### src/rtl/i2c_ram_pkg.sv
// ----------------------------------------------------------------------------
// I2C register access master package
// Shared types, codes and segment lookup functions of the I2C master.
// ----------------------------------------------------------------------------
`timescale 1ns / 1ps
`default_nettype none

package i2c_ram_pkg;

    localparam int PHASE_W = 16;

    localparam logic [1:0] REQ_WRITE = 2'd1;
    localparam logic [1:0] REQ_READ  = 2'd2;

    // One state for each bus segment of the write and read programs.
    typedef enum logic [3:0] {
        ST_IDLE,
        ST_START,
        ST_DEV,
        ST_ACK_DEV,
        ST_REG,
        ST_ACK_REG,
        ST_DATA,
        ST_ACK_DATA,
        ST_RSTART,
        ST_DEVR,
        ST_ACK_DEVR,
        ST_RDBYTE,
        ST_STOP
    } t_bus_state;

    typedef enum logic [2:0] {
        K_IDLE,
        K_START,
        K_WB,
        K_ACK,
        K_RB,
        K_STOP
    } t_seg_kind;

    typedef struct packed {
        logic step;
        logic clear;
    } t_tmr_ctl;

    typedef struct packed {
        logic       scl;
        logic       sda;
        logic       busy;
        logic       done;
        logic [7:0] rd_data;
        logic       nack;
    } t_result;

    function automatic t_seg_kind seg_kind(input t_bus_state s);
        t_seg_kind k;
        case (s)
            ST_START, ST_RSTART:                k = K_START;
            ST_DEV, ST_REG, ST_DATA, ST_DEVR:   k = K_WB;
            ST_ACK_DEV, ST_ACK_REG,
            ST_ACK_DATA, ST_ACK_DEVR:           k = K_ACK;
            ST_RDBYTE:                          k = K_RB;
            ST_STOP:                            k = K_STOP;
            default:                            k = K_IDLE;
        endcase
        return k;
    endfunction

    // Index of the last bus step within a segment of the given kind.
    function automatic logic [1:0] sub_last(input t_seg_kind k);
        logic [1:0] n;
        case (k)
            K_START: n = 2'd1;
            K_WB:    n = 2'd2;
            K_ACK:   n = 2'd3;
            K_RB:    n = 2'd2;
            K_STOP:  n = 2'd2;
            default: n = 2'd0;
        endcase
        return n;
    endfunction

endpackage

`default_nettype wire

### src/rtl/i2c_register_access_master_core.sv
// ----------------------------------------------------------------------------
// I2C register access master core
// Single-byte register write and read master on open-drain SCL and SDA.
// ----------------------------------------------------------------------------
// Each input transaction is one bus timer tick carrying a request and the
// sampled SDA level. Each one yields exactly one output transaction with the
// line drive and status for that tick. One tick is taken every cycle while
// the result side is not stalled. A tick goes from the input register through
// the sequencer logic into the result register, from which its result is valid.
// A stalled result holds the tick waiting in the input register. With both
// registers full, the input stalls until the result is taken. On the bus, a
// write runs 89 steps and a read runs 115 steps after the accepting tick, and
// each step lasts phase_ticks ticks. Write phase_ticks only while no ticks
// are in flight.
`timescale 1ns / 1ps
`default_nettype none

module i2c_register_access_master_core #(
    parameter int DIVIDER_WIDTH = 16
) (
    input  wire        i_clk,
    input  wire        i_rst_n,
    input  wire        i_in_valid,
    output logic       o_in_stall,
    input  wire [1:0]  i_req_type,
    input  wire [7:0]  i_dev_addr,
    input  wire [7:0]  i_reg_addr,
    input  wire [7:0]  i_wr_data,
    input  wire        i_sda_in,
    output logic       o_out_valid,
    input  wire        i_out_stall,
    output logic       o_scl_out,
    output logic       o_sda_out,
    output logic       o_busy_res,
    output logic       o_done_res,
    output logic [7:0] o_rd_data,
    output logic       o_nack_seen,
    input  wire        i_cfg_valid,
    output logic       o_cfg_ready,
    input  wire [15:0] i_cfg_data
);

    logic                               r_in_vld;
    logic [1:0]                         r_req_type;
    logic [7:0]                         r_dev_addr;
    logic [7:0]                         r_reg_addr;
    logic [7:0]                         r_wr_data;
    logic                               r_sda_in;
    logic                               r_out_vld;
    i2c_ram_pkg::t_result               r_out;
    logic [i2c_ram_pkg::PHASE_W-1:0]    r_phase_ticks;

    logic                               in_accept;
    logic                               advance;
    logic                               phase_end;
    i2c_ram_pkg::t_tmr_ctl              tmr_ctl;
    i2c_ram_pkg::t_result               result;

    assign advance     = r_in_vld && (!r_out_vld || !i_out_stall);
    assign o_in_stall  = r_in_vld && !advance;
    assign in_accept   = i_in_valid && !o_in_stall;
    assign o_cfg_ready = 1'b1;

    i2c_ram_timer #(
        .DIVIDER_WIDTH (DIVIDER_WIDTH)
    ) u_timer (
        .i_clk       (i_clk),
        .i_rst_n     (i_rst_n),
        .i_period    (r_phase_ticks),
        .i_ctl       (tmr_ctl),
        .o_phase_end (phase_end)
    );

    i2c_ram_seq u_seq (
        .i_clk       (i_clk),
        .i_rst_n     (i_rst_n),
        .i_step      (advance),
        .i_req_type  (r_req_type),
        .i_dev_addr  (r_dev_addr),
        .i_reg_addr  (r_reg_addr),
        .i_wr_data   (r_wr_data),
        .i_sda_in    (r_sda_in),
        .i_phase_end (phase_end),
        .o_tmr_ctl   (tmr_ctl),
        .o_result    (result)
    );

    always_ff @(posedge i_clk) begin
        if (!i_rst_n) begin
            r_phase_ticks <= i2c_ram_pkg::PHASE_W'(1);
        end else if (i_cfg_valid && o_cfg_ready) begin
            r_phase_ticks <= i_cfg_data;
        end
    end

    always_ff @(posedge i_clk) begin
        if (!i_rst_n) begin
            r_in_vld <= 1'b0;
        end else if (in_accept) begin
            r_in_vld <= 1'b1;
        end else if (advance) begin
            r_in_vld <= 1'b0;
        end
    end

    always_ff @(posedge i_clk) begin
        if (in_accept) begin
            r_req_type <= i_req_type;
            r_dev_addr <= i_dev_addr;
            r_reg_addr <= i_reg_addr;
            r_wr_data  <= i_wr_data;
            r_sda_in   <= i_sda_in;
        end
    end

    always_ff @(posedge i_clk) begin
        if (!i_rst_n) begin
            r_out_vld <= 1'b0;
        end else if (advance) begin
            r_out_vld <= 1'b1;
        end else if (!i_out_stall) begin
            r_out_vld <= 1'b0;
        end
    end

    always_ff @(posedge i_clk) begin
        if (advance) begin
            r_out <= result;
        end
    end

    assign o_out_valid = r_out_vld;
    assign o_scl_out   = r_out.scl;
    assign o_sda_out   = r_out.sda;
    assign o_busy_res  = r_out.busy;
    assign o_done_res  = r_out.done;
    assign o_rd_data   = r_out.rd_data;
    assign o_nack_seen = r_out.nack;

endmodule

`default_nettype wire

### src/rtl/i2c_ram_timer.sv
// ----------------------------------------------------------------------------
// I2C master step timer
// Counts ticks within one bus step and flags the last tick of the step.
// ----------------------------------------------------------------------------
`timescale 1ns / 1ps
`default_nettype none

module i2c_ram_timer #(
    parameter int DIVIDER_WIDTH = 16
) (
    input  wire                                 i_clk,
    input  wire                                 i_rst_n,
    input  wire [i2c_ram_pkg::PHASE_W-1:0]      i_period,
    input  i2c_ram_pkg::t_tmr_ctl               i_ctl,
    output logic                                o_phase_end
);

    localparam int PW = (DIVIDER_WIDTH < i2c_ram_pkg::PHASE_W) ?
                        DIVIDER_WIDTH : i2c_ram_pkg::PHASE_W;
    localparam int CW = DIVIDER_WIDTH + 1;

    logic [DIVIDER_WIDTH-1:0] r_tick;
    logic [DIVIDER_WIDTH-1:0] n_tick;
    logic [PW-1:0]            masked;
    logic [PW-1:0]            period;
    logic [CW-1:0]            tick_inc;

    // A period of zero behaves as a period of one.
    assign masked      = i_period[PW-1:0];
    assign period      = (masked == '0) ? PW'(1) : masked;
    assign tick_inc    = {1'b0, r_tick} + CW'(1);
    assign o_phase_end = (tick_inc >= CW'(period));

    always_comb begin
        n_tick = r_tick;
        if (i_ctl.clear) begin
            n_tick = '0;
        end else if (i_ctl.step) begin
            n_tick = o_phase_end ? '0 : tick_inc[DIVIDER_WIDTH-1:0];
        end
    end

    always_ff @(posedge i_clk) begin
        if (!i_rst_n) begin
            r_tick <= '0;
        end else begin
            r_tick <= n_tick;
        end
    end

endmodule

`default_nettype wire

### src/rtl/i2c_ram_seq.sv
// ----------------------------------------------------------------------------
// I2C master bus sequencer
// Walks the write or read segment program, drives SCL and SDA, shifts the
// bytes out and in, and keeps the sticky nack flag and the read byte.
// ----------------------------------------------------------------------------
`timescale 1ns / 1ps
`default_nettype none

module i2c_ram_seq (
    input  wire                     i_clk,
    input  wire                     i_rst_n,
    input  wire                     i_step,
    input  wire [1:0]               i_req_type,
    input  wire [7:0]               i_dev_addr,
    input  wire [7:0]               i_reg_addr,
    input  wire [7:0]               i_wr_data,
    input  wire                     i_sda_in,
    input  wire                     i_phase_end,
    output i2c_ram_pkg::t_tmr_ctl   o_tmr_ctl,
    output i2c_ram_pkg::t_result    o_result
);

    i2c_ram_pkg::t_bus_state r_state;
    i2c_ram_pkg::t_bus_state n_state;
    i2c_ram_pkg::t_bus_state seg_next;
    i2c_ram_pkg::t_seg_kind  kind;
    i2c_ram_pkg::t_seg_kind  next_kind;

    logic [1:0] r_sub,    n_sub;
    logic [2:0] r_bit,    n_bit;
    logic [7:0] r_shift,  n_shift;
    logic [7:0] r_rdbuf,  n_rdbuf;
    logic       r_nack,   n_nack;
    logic       r_is_read, n_is_read;
    logic [7:0] r_dev,    n_dev;
    logic [7:0] r_reg,    n_reg;
    logic [7:0] r_data,   n_data;

    logic       idle;
    logic       req_ok;
    logic       last_sub;
    logic       bit_kind;
    logic [7:0] src_byte;

    assign kind      = i2c_ram_pkg::seg_kind(r_state);
    assign idle      = (r_state == i2c_ram_pkg::ST_IDLE);
    assign req_ok    = (i_req_type == i2c_ram_pkg::REQ_WRITE) ||
                       (i_req_type == i2c_ram_pkg::REQ_READ);
    assign last_sub  = (r_sub == i2c_ram_pkg::sub_last(kind));
    assign bit_kind  = (kind == i2c_ram_pkg::K_WB) || (kind == i2c_ram_pkg::K_RB);
    assign next_kind = i2c_ram_pkg::seg_kind(seg_next);

    // Segment order of both programs; they part after the register address.
    always_comb begin
        case (r_state)
            i2c_ram_pkg::ST_START:    seg_next = i2c_ram_pkg::ST_DEV;
            i2c_ram_pkg::ST_DEV:      seg_next = i2c_ram_pkg::ST_ACK_DEV;
            i2c_ram_pkg::ST_ACK_DEV:  seg_next = i2c_ram_pkg::ST_REG;
            i2c_ram_pkg::ST_REG:      seg_next = i2c_ram_pkg::ST_ACK_REG;
            i2c_ram_pkg::ST_ACK_REG:  seg_next = r_is_read ? i2c_ram_pkg::ST_RSTART
                                                           : i2c_ram_pkg::ST_DATA;
            i2c_ram_pkg::ST_DATA:     seg_next = i2c_ram_pkg::ST_ACK_DATA;
            i2c_ram_pkg::ST_ACK_DATA: seg_next = i2c_ram_pkg::ST_STOP;
            i2c_ram_pkg::ST_RSTART:   seg_next = i2c_ram_pkg::ST_DEVR;
            i2c_ram_pkg::ST_DEVR:     seg_next = i2c_ram_pkg::ST_ACK_DEVR;
            i2c_ram_pkg::ST_ACK_DEVR: seg_next = i2c_ram_pkg::ST_RDBYTE;
            i2c_ram_pkg::ST_RDBYTE:   seg_next = i2c_ram_pkg::ST_STOP;
            default:                  seg_next = i2c_ram_pkg::ST_IDLE;
        endcase
    end

    always_comb begin
        case (seg_next)
            i2c_ram_pkg::ST_DEV:  src_byte = r_dev;
            i2c_ram_pkg::ST_REG:  src_byte = r_reg;
            i2c_ram_pkg::ST_DATA: src_byte = r_data;
            i2c_ram_pkg::ST_DEVR: src_byte = r_dev + 8'd1;
            default:              src_byte = 8'd0;
        endcase
    end

    // Next state and datapath.
    always_comb begin
        n_state   = r_state;
        n_sub     = r_sub;
        n_bit     = r_bit;
        n_shift   = r_shift;
        n_rdbuf   = r_rdbuf;
        n_nack    = r_nack;
        n_is_read = r_is_read;
        n_dev     = r_dev;
        n_reg     = r_reg;
        n_data    = r_data;
        if (i_step) begin
            if (idle) begin
                if (req_ok) begin
                    n_is_read = (i_req_type == i2c_ram_pkg::REQ_READ);
                    n_dev     = i_dev_addr;
                    n_reg     = i_reg_addr;
                    n_data    = i_wr_data;
                    n_nack    = 1'b0;
                    n_shift   = 8'd0;
                    n_state   = i2c_ram_pkg::ST_START;
                    n_sub     = 2'd0;
                    n_bit     = 3'd0;
                end
            end else if (i_phase_end) begin
                // SDA is sampled at the end of step 1 of an ack or read-bit slot, while SCL is high.
                if (kind == i2c_ram_pkg::K_ACK && r_sub == 2'd1) begin
                    n_nack = r_nack | i_sda_in;
                end
                if (kind == i2c_ram_pkg::K_RB && r_sub == 2'd1) begin
                    n_shift = {r_shift[6:0], i_sda_in};
                end
                if (!last_sub) begin
                    n_sub = r_sub + 2'd1;
                end else if (bit_kind && r_bit != 3'd7) begin
                    n_bit = r_bit + 3'd1;
                    n_sub = 2'd0;
                    if (kind == i2c_ram_pkg::K_WB) begin
                        n_shift = {r_shift[6:0], 1'b0};
                    end
                end else begin
                    if (kind == i2c_ram_pkg::K_RB) begin
                        n_rdbuf = r_shift;
                    end
                    n_state = seg_next;
                    n_sub   = 2'd0;
                    n_bit   = 3'd0;
                    if (next_kind == i2c_ram_pkg::K_WB) begin
                        n_shift = src_byte;
                    end else if (next_kind == i2c_ram_pkg::K_RB) begin
                        n_shift = 8'd0;
                    end
                end
            end
        end
    end

    // Line drive, status and timer control.
    always_comb begin
        o_result.scl = 1'b1;
        o_result.sda = 1'b1;
        case (kind)
            i2c_ram_pkg::K_START: begin
                o_result.sda = (r_sub != 2'd0) ? 1'b0 : 1'b1;
            end
            i2c_ram_pkg::K_WB: begin
                o_result.scl = (r_sub == 2'd1);
                o_result.sda = r_shift[7];
            end
            i2c_ram_pkg::K_ACK: begin
                o_result.scl = (r_sub == 2'd1) || (r_sub == 2'd2);
            end
            i2c_ram_pkg::K_RB: begin
                o_result.scl = (r_sub != 2'd2);
            end
            i2c_ram_pkg::K_STOP: begin
                o_result.scl = (r_sub != 2'd0);
                o_result.sda = (r_sub == 2'd2);
            end
            default: begin
                o_result.scl = 1'b1;
                o_result.sda = 1'b1;
            end
        endcase
        o_result.busy    = !idle || req_ok;
        o_result.done    = (r_state == i2c_ram_pkg::ST_STOP) && i_phase_end && last_sub;
        o_result.rd_data = n_rdbuf;
        o_result.nack    = n_nack;
        o_tmr_ctl.step   = i_step && !idle;
        o_tmr_ctl.clear  = i_step && idle;
    end

    always_ff @(posedge i_clk) begin
        if (!i_rst_n) begin
            r_state   <= i2c_ram_pkg::ST_IDLE;
            r_sub     <= 2'd0;
            r_bit     <= 3'd0;
            r_shift   <= 8'd0;
            r_rdbuf   <= 8'd0;
            r_nack    <= 1'b0;
            r_is_read <= 1'b0;
            r_dev     <= 8'd0;
            r_reg     <= 8'd0;
            r_data    <= 8'd0;
        end else begin
            r_state   <= n_state;
            r_sub     <= n_sub;
            r_bit     <= n_bit;
            r_shift   <= n_shift;
            r_rdbuf   <= n_rdbuf;
            r_nack    <= n_nack;
            r_is_read <= n_is_read;
            r_dev     <= n_dev;
            r_reg     <= n_reg;
            r_data    <= n_data;
        end
    end

endmodule

`default_nettype wire

### config.mk
export PLATFORM = sky130hd
export DESIGN_NAME = i2c_register_access_master_core
export DESIGN_NICKNAME = d
export VERILOG_FILES = /design/src/rtl/i2c_ram_pkg.sv /design/src/rtl/i2c_register_access_master_core.sv /design/src/rtl/i2c_ram_timer.sv /design/src/rtl/i2c_ram_seq.sv
export SDC_FILE = /design/constraint.sdc
export NUM_CORES = 1
export LEC_CHECK = 0
export BUFFER_PORTS_ARGS = -buffer_cell sky130_fd_sc_hd__clkbuf_2
export CORE_MARGIN = 8
export CORE_UTILIZATION = 31
export CTS_CLUSTER_SIZE = 20
export DETAILED_ROUTE_END_ITERATION = 8
export GPL_TIMING_DRIVEN = 0
export PLACE_DENSITY_LB_ADDON = 0.12
export SYNTH_ARGS = -nofsm -noshare
export SYNTH_HDL_FRONTEND = slang
export SYNTH_SLANG_ARGS = --single-unit
### constraint.sdc
create_clock -name i_clk -period 5.4 [get_ports i_clk]
set_clock_uncertainty 0.1 [all_clocks]
set_input_delay 0.27 -clock i_clk [delete_from_list [all_inputs] [get_ports i_clk]]
set_output_delay 0.27 -clock i_clk [all_outputs]
set_load 0.005 [all_outputs]
## Word level (Yosys, flattened, before mapping)

Memory sizes are Yosys's and may differ from the RTL's. A register that Yosys moved wholly into a read port is not among the register bits.
Index checks and enable logic that the tools add are counted.

- Bits of input ports: 48
- Bits in read-only memories: 96
- Memories kept: 2
- Word-level logic and storage cells: 149
- Output and inout port bits: 16
- Bits in registers: 125

Memories:

| name | depth | width | rd ports | clocked after Yosys merged registers in | wr ports | line | RTL |
|---|---|---|---|---|---|---|---|
| (no name shown) | 16 | 3 | 1 | 0 | 0 | i2c_ram_pkg.sv:57 | `case (s)` |
| (no name shown) | 16 | 3 | 1 | 1 | 0 | i2c_ram_pkg.sv:57 |  |

- Equal/unequal tests: 33
- Bitwise logic cells: 2
- Muxes and demuxes: 49
- Order comparisons: 1
- Add/sub/neg operators: 4
- Reduce and logical (&&, ||, !) cells: 33

Operators with widths:

| kind | number |
|---|---|
| $mux 8 | 15 |
| $pmux 4 s10 | 1 |
| $mux 16 | 2 |
| $mux 4 | 8 |
| $pmux 8 s4 | 1 |
| $eq 4x3->1 const B | 6 |
| $eq 4x4->1 const B | 6 |
| $add 16x1->17 const B | 1 |
| $ge 17x16->1 | 1 |
| $logic_not 16->1 | 1 |
| $mux 3 | 5 |
| $eq 4x2->1 const B | 3 |
| $logic_and 1x1->1 | 10 |
| $mux 1 | 10 |
| $eq 3x2->1 const B | 3 |
| $eq 3x3->1 const B | 3 |
| $add 8x1->8 const B | 1 |
| $mux 2 | 4 |
| $reduce_bool 2->1 | 4 |
| $pmux 2 s3 | 1 |
| $reduce_and 3->1 | 2 |
| $logic_not 1->1 | 5 |
| $logic_or 1x1->1 | 5 |
| $reduce_and 5->1 | 1 |
| other kinds (18) | 23 |

## Depth between registers and ports, before layout

An unclocked memory read counts as a cell.

- Depth after elaboration: 11
- Depth in mapped cells: 19
- Mapped depth without buffers: 17

## Modules after synthesis

A second synthesis with hierarchy kept.

- Cell total of the unflattened synthesis: 748
- Area, all modules: 6865.3 µm²

Modules (own cells, without submodules):

| module | cells each | seq. area each (µm²) | area each (µm²) | instances |
|---|---|---|---|---|
| i2c_ram_seq | 456 | 1081.0 | 3465.8 | 1 |
| i2c_register_access_master_core | 101 | 1561.5 | 1904.3 | 1 |
| i2c_ram_timer | 191 | 320.3 | 1495.2 | 1 |

## Worst setup path before layout

No wires, ideal clock.

- Path type: register to register
- Start point: register u_timer.r_tick[0]
- End point: register u_seq.kind[0] (netlist name)
- Setup time: 0.129 ns
- Cell stages (with the launch flop): 20
- Clock period less this slack: 3.897 ns
- Buffers on the path: 2
- Data required time: 5.171 ns
- Arrival: 3.668 ns
- Setup slack: 1.503 ns
- Path through: dfxtp_1 > and3_1 > and3_1 > clkbuf_1 > nand3_1 > nor2_1 > nand3_1 > xnor2_1 > ha_1 > nand4_1 > o41ai_1 > a31o_2 > and4b_1 > nor3_2 > buf_6 > mux2i_1 > inv_1 > ha_1 > nand3_1 > o221ai_2

- Cells in the longest elaborated chain, start to end: 6

RTL lines:

| item | line | RTL |
|---|---|---|
| from (decl) | i2c_ram_timer.sv:22 | `logic [DIVIDER_WIDTH-1:0] r_tick;` |
| from (signal assigned) | i2c_ram_timer.sv:47 | `r_tick <= n_tick;` |
| $add 16x1->17 | i2c_ram_timer.sv:31 | `assign tick_inc = {1'b0, r_tick} + CW'(1);` |
| $ge 17x16->1 | i2c_ram_timer.sv:32 | `assign o_phase_end = (tick_inc >= CW'(period));` |
| $reduce_bool 2->1 (no line) | n/a |  |
| $reduce_and 5->1 (no line) | n/a |  |
| $mux 4 (no line) (2 in series) | n/a |  |

No other way between the ends.
A chain may end at the register's enable or synchronous reset.

## Worst setup path after layout

- Start point: register u_timer.r_tick[0]
- End point: register u_seq.kind[2] (netlist name)

- Cells in the longest elaborated chain, start to end: 6

RTL lines:

| item | line |
|---|---|
| $add 16x1->17 | i2c_ram_timer.sv:31 |
| $ge 17x16->1 | i2c_ram_timer.sv:32 |
| $reduce_bool 2->1 (no line) | n/a |
| $reduce_and 5->1 (no line) | n/a |
| $mux 4 (no line) (2 in series) | n/a |

No other way between the ends.

==> flow_metrics.env <==
export IMPL_outcome="finished, final reports clean"
export IMPL_max_capacitance_violation_count=0
export IMPL_synth_area_top_cells="sky130_fd_sc_hd__dfxtp_1 (27%), sky130_fd_sc_hd__edfxtp_1 (18%), sky130_fd_sc_hd__mux2i_1 (6.5%), sky130_fd_sc_hd__ha_1 (5.7%), sky130_fd_sc_hd__nand2_1 (4.7%)"
export IMPL_initial_core_util=0.315
export IMPL_multiInputGateArea_um2=3340
export IMPL_worst_slew_pin_transition_ns=0.949
export IMPL_post_synth_xor_area_fraction=0.0266
export IMPL_fin_area_um2=8290
export IMPL_cp_end_kind="flop"
export IMPL_crit_fanout=10
export IMPL_cpPeakStageDelay_ns=0.42
export IMPL_startpoint_type="flop"
export IMPL_synth_compound_gate_area_share=0.157
export IMPL_slew_violations=0
export IMPL_finalNonFillerCells=1120
export IMPL_grt_total_usage=0.137
export IMPL_cts_root_buffer="sky130_fd_sc_hd__clkbuf_16"
export IMPL_syn_mean_instance_area_um2=9.31
export IMPL_postSynthNetCount=786
export IMPL_clock_fmax_mhz=210
export IMPL_hold_path_cell_count=3
export IMPL_synth_area_mux_share=0.0845
export IMPL_netlist_area_um2=6590
export IMPL_via_per_inst=4.92
export IMPL_initialDrtViolationCount=311
export IMPL_pin_count=64
export IMPL_site_row_count=53
export IMPL_worstSetupStartpoint="u_timer.r_tick[0]$_SDFFE_PP0P_"
export IMPL_power_leakage_nw=3.30
export IMPL_placement_cell_area_um2=7260
export IMPL_reg_top3="r_phase_ticks (16), u_timer.r_tick (16)"
export IMPL_drt_pass1_iterations=5
export IMPL_htree_levels=4
export IMPL_ys_types=66
export IMPL_floorplan_die_height_um=162
export IMPL_nFillCells=2135
export IMPL_layout_worst_path_cycle_share=0.882
export IMPL_rsz0062_at_grt="no"
export IMPL_placement_io_buffers=61
export IMPL_routed_via_count=5505
export IMPL_placed_cells_incl_taps=1045
export IMPL_number_of_storage_elements_in_the_synthesis_netlist=128
export IMPL_critPathArrivalTime_ns=4.94
export IMPL_cp_cell_sequence="and3_1 > and3_1 > clkbuf_1 > nand3_1 > nor2_1 > nand3_1 > xnor2_1 > ha_1 > nand4_1 > o41ai_1 > a31o_2 > and4b_1 > nor3_2 > buf_6 > mux2i_1 > inv_1 > ha_1 > mux2i_1 > nor3_1"
export IMPL_synth_top_family_by_area="simple AND/OR/NAND/NOR gates"
export IMPL_mostFrequentLayoutCell="sky130_fd_sc_hd__dfxtp_1"
export IMPL_pin_count_of_the_biggest_net_entering_global_routing=21
export IMPL_via_count_of_the_first_global_routing_pass=5598
export IMPL_hold_startpoint="i_cfg_data[12]"
export IMPL_clk_transition_reported_paths_ns=0.07
export IMPL_number_of_endpoints_failing_setup_at_the_final_stage=0
export IMPL_criticalPathCategory="reg -> reg"
export IMPL_ratio_of_total_power_to_cell_area_nw_per_um2=287
export IMPL_seq_area_um2=2960
export IMPL_antenna_violations_before_repair=0
export IMPL_syn_instance_count=708
export IMPL_critPathSlowestCell="sky130_fd_sc_hd__dfxtp_1"
export IMPL_synthAdderAreaFrac=0.0569
export IMPL_timing_hold_violations_final=0
export IMPL_cts_inserted_buffers=17
export IMPL_synth_enable_flop_cells=40
export IMPL_dominantRegCellSynth="sky130_fd_sc_hd__dfxtp_1"
export IMPL_core_footprint_um2=21000
export IMPL_fp_dieArea_um2=26200
export IMPL_clock_insertion_delay_worst_skew_ns=0.42
export IMPL_num_nets_final=910
export IMPL_final_cell_mix="sky130_fd_sc_hd__dfxtp_1 (88), sky130_fd_sc_hd__nand2_1 (82), sky130_fd_sc_hd__nor2_1 (63), sky130_fd_sc_hd__clkbuf_2 (61), sky130_fd_sc_hd__a21oi_1 (59)"
export IMPL_asyncSetResetFlopFracSynth=0
export IMPL_wire_length_of_the_first_global_routing_pass_um=29000
export IMPL_final_period_minus_worst_setup_slack_ns=4.76
export IMPL_synth_simple_gate_area_frac=0.180
export IMPL_post_route_total_power_mw=2.38
export IMPL_drc=0
export IMPL_maxSlewHeadroom=0.366
export IMPL_timing_hold_worst_class="in -> reg"
export IMPL_tritoncts="built"
export IMPL_worstPathRequired_ns=5.58
export IMPL_total_congestion_overflow_after_global_routing=0
export IMPL_peakVddDrop_uv=174
export IMPL_detail_route_antenna_nets=0
export IMPL_final_layout_size_suffix_gt1_frac=0.153
export IMPL_hpwlAfterDp_um=13100
export IMPL_wl_um=17500
export IMPL_gp_congestion=0.841
export IMPL_synth_top_area_share=0.267
export IMPL_tritoncts_sink_count=128
export IMPL_setup_total_negative_slack_ns=0
export IMPL_worst_r2r_path_depth=19
export IMPL_wl_per_cell_um=15.6
export IMPL_yosysTopAreaCell="sky130_fd_sc_hd__dfxtp_1"
export IMPL_synth_seq_area_share=0.449
export IMPL_fp_dieW_um=162
export IMPL_max_clock_path_buffers=2
export IMPL_post_cts_setup_buffers=0
export IMPL_diodes=0
export IMPL_r2r_start="u_timer.r_tick[0]$_SDFFE_PP0P_"
export IMPL_yosysWarningCount=0
export IMPL_syn2layout_area_growth_pct=25.7
==> per-stage QoR <==
stage               hold slack, ns  utilization  worst slack (ns)
floorplan                    0.269            -              1.50
global placement             0.344        0.346             0.736
detailed placement           0.349        0.346             0.649
CTS                       0.000981        0.395             0.635
global route                0.0319        0.396             0.329
finish                      0.0134        0.396             0.636
==> path summary, 6_finish.rpt <==
| kind | end | slack (ns) |
|---|---|---|
| worst min-delay path | r_phase_ticks[12]$_SDFFE_PN0P_ | 0.01 |
| worst max-delay path | u_seq.kind[2]$_SDFF_PN0_ | 0.64 |
| worst max register to register | u_seq.kind[2]$_SDFF_PN0_ | 0.64 |
| worst min register to register | u_seq.r_data[6]$_SDFFE_PN0P_ | 0.36 |
==> layer usage <==
layer / vias to the layer above / global-route usage / part of all wire
met5: - / 0 / 0
li1: 2782 / - / -
met3: 18 / 0.0349 / 0.047
met1: 2594 / 0.181 / 0.49
met2: 111 / 0.216 / 0.45
met4: 0 / 0.0446 / 0.017
==> power breakdown <==
part,switching (mW),leakage (nW),internal [mW]
combinational,0.0986,1.93,0.0811
clock,0.497,0.286,0.658
sequential,0.0193,1.09,1.03
total,0.615,3.30,1.76
==> cell families after synthesis <==
logic type	count (synthesis)
DFF	128
buffers and inverters	70
other	1
AOI/OAI and AO/OA	162
adders and majority gates	30
muxes	54
xor gates and xnor gates	20
and+or+nand+nor	243
==> final cells by class <==
| class | count | area share |
|---|---|---|
| Buffer | 37 | 0.0213 |
| Multi-Input combinational cell | 510 | 0.403 |
| Clock inverter | 15 | 0.0202 |
| Clock buffer | 17 | 0.0513 |
| Tap cell | 275 | 0.0415 |
| Timing Repair Buffer | 105 | 0.0906 |
| Inverter | 33 | 0.0149 |
| Sequential cell | 128 | 0.357 |
==> timing repair <==
item	4_1_cts	5_1_grt
hold buffers	43	0
endpoints found under the hold margin	43	0
setup endpoints to repair	0	0
resized for setup	0	0
==> synthesized netlist by cell type (all sizes together), types with 16 or more instances <==
cell    instances
mux2i          44
inv            33
a21oi          59
nand3          16
nand2          84
nor2           65
dfxtp          88
ha             30
edfxtp         40
o21ai          36
clkbuf         27
==> worst max-delay path, delay by kind of cell, from the launching register on <==
family / cells / cell delay, ns
simple gates: 9 / 1.67
buf+inv: 3 / 0.60
fa+ha+maj: 2 / 0.59
compound gates: 2 / 0.53
mux: 2 / 0.51
flops: 1 / 0.42
xor+xnor: 1 / 0.19
Power figures use the tool's default switching activity.
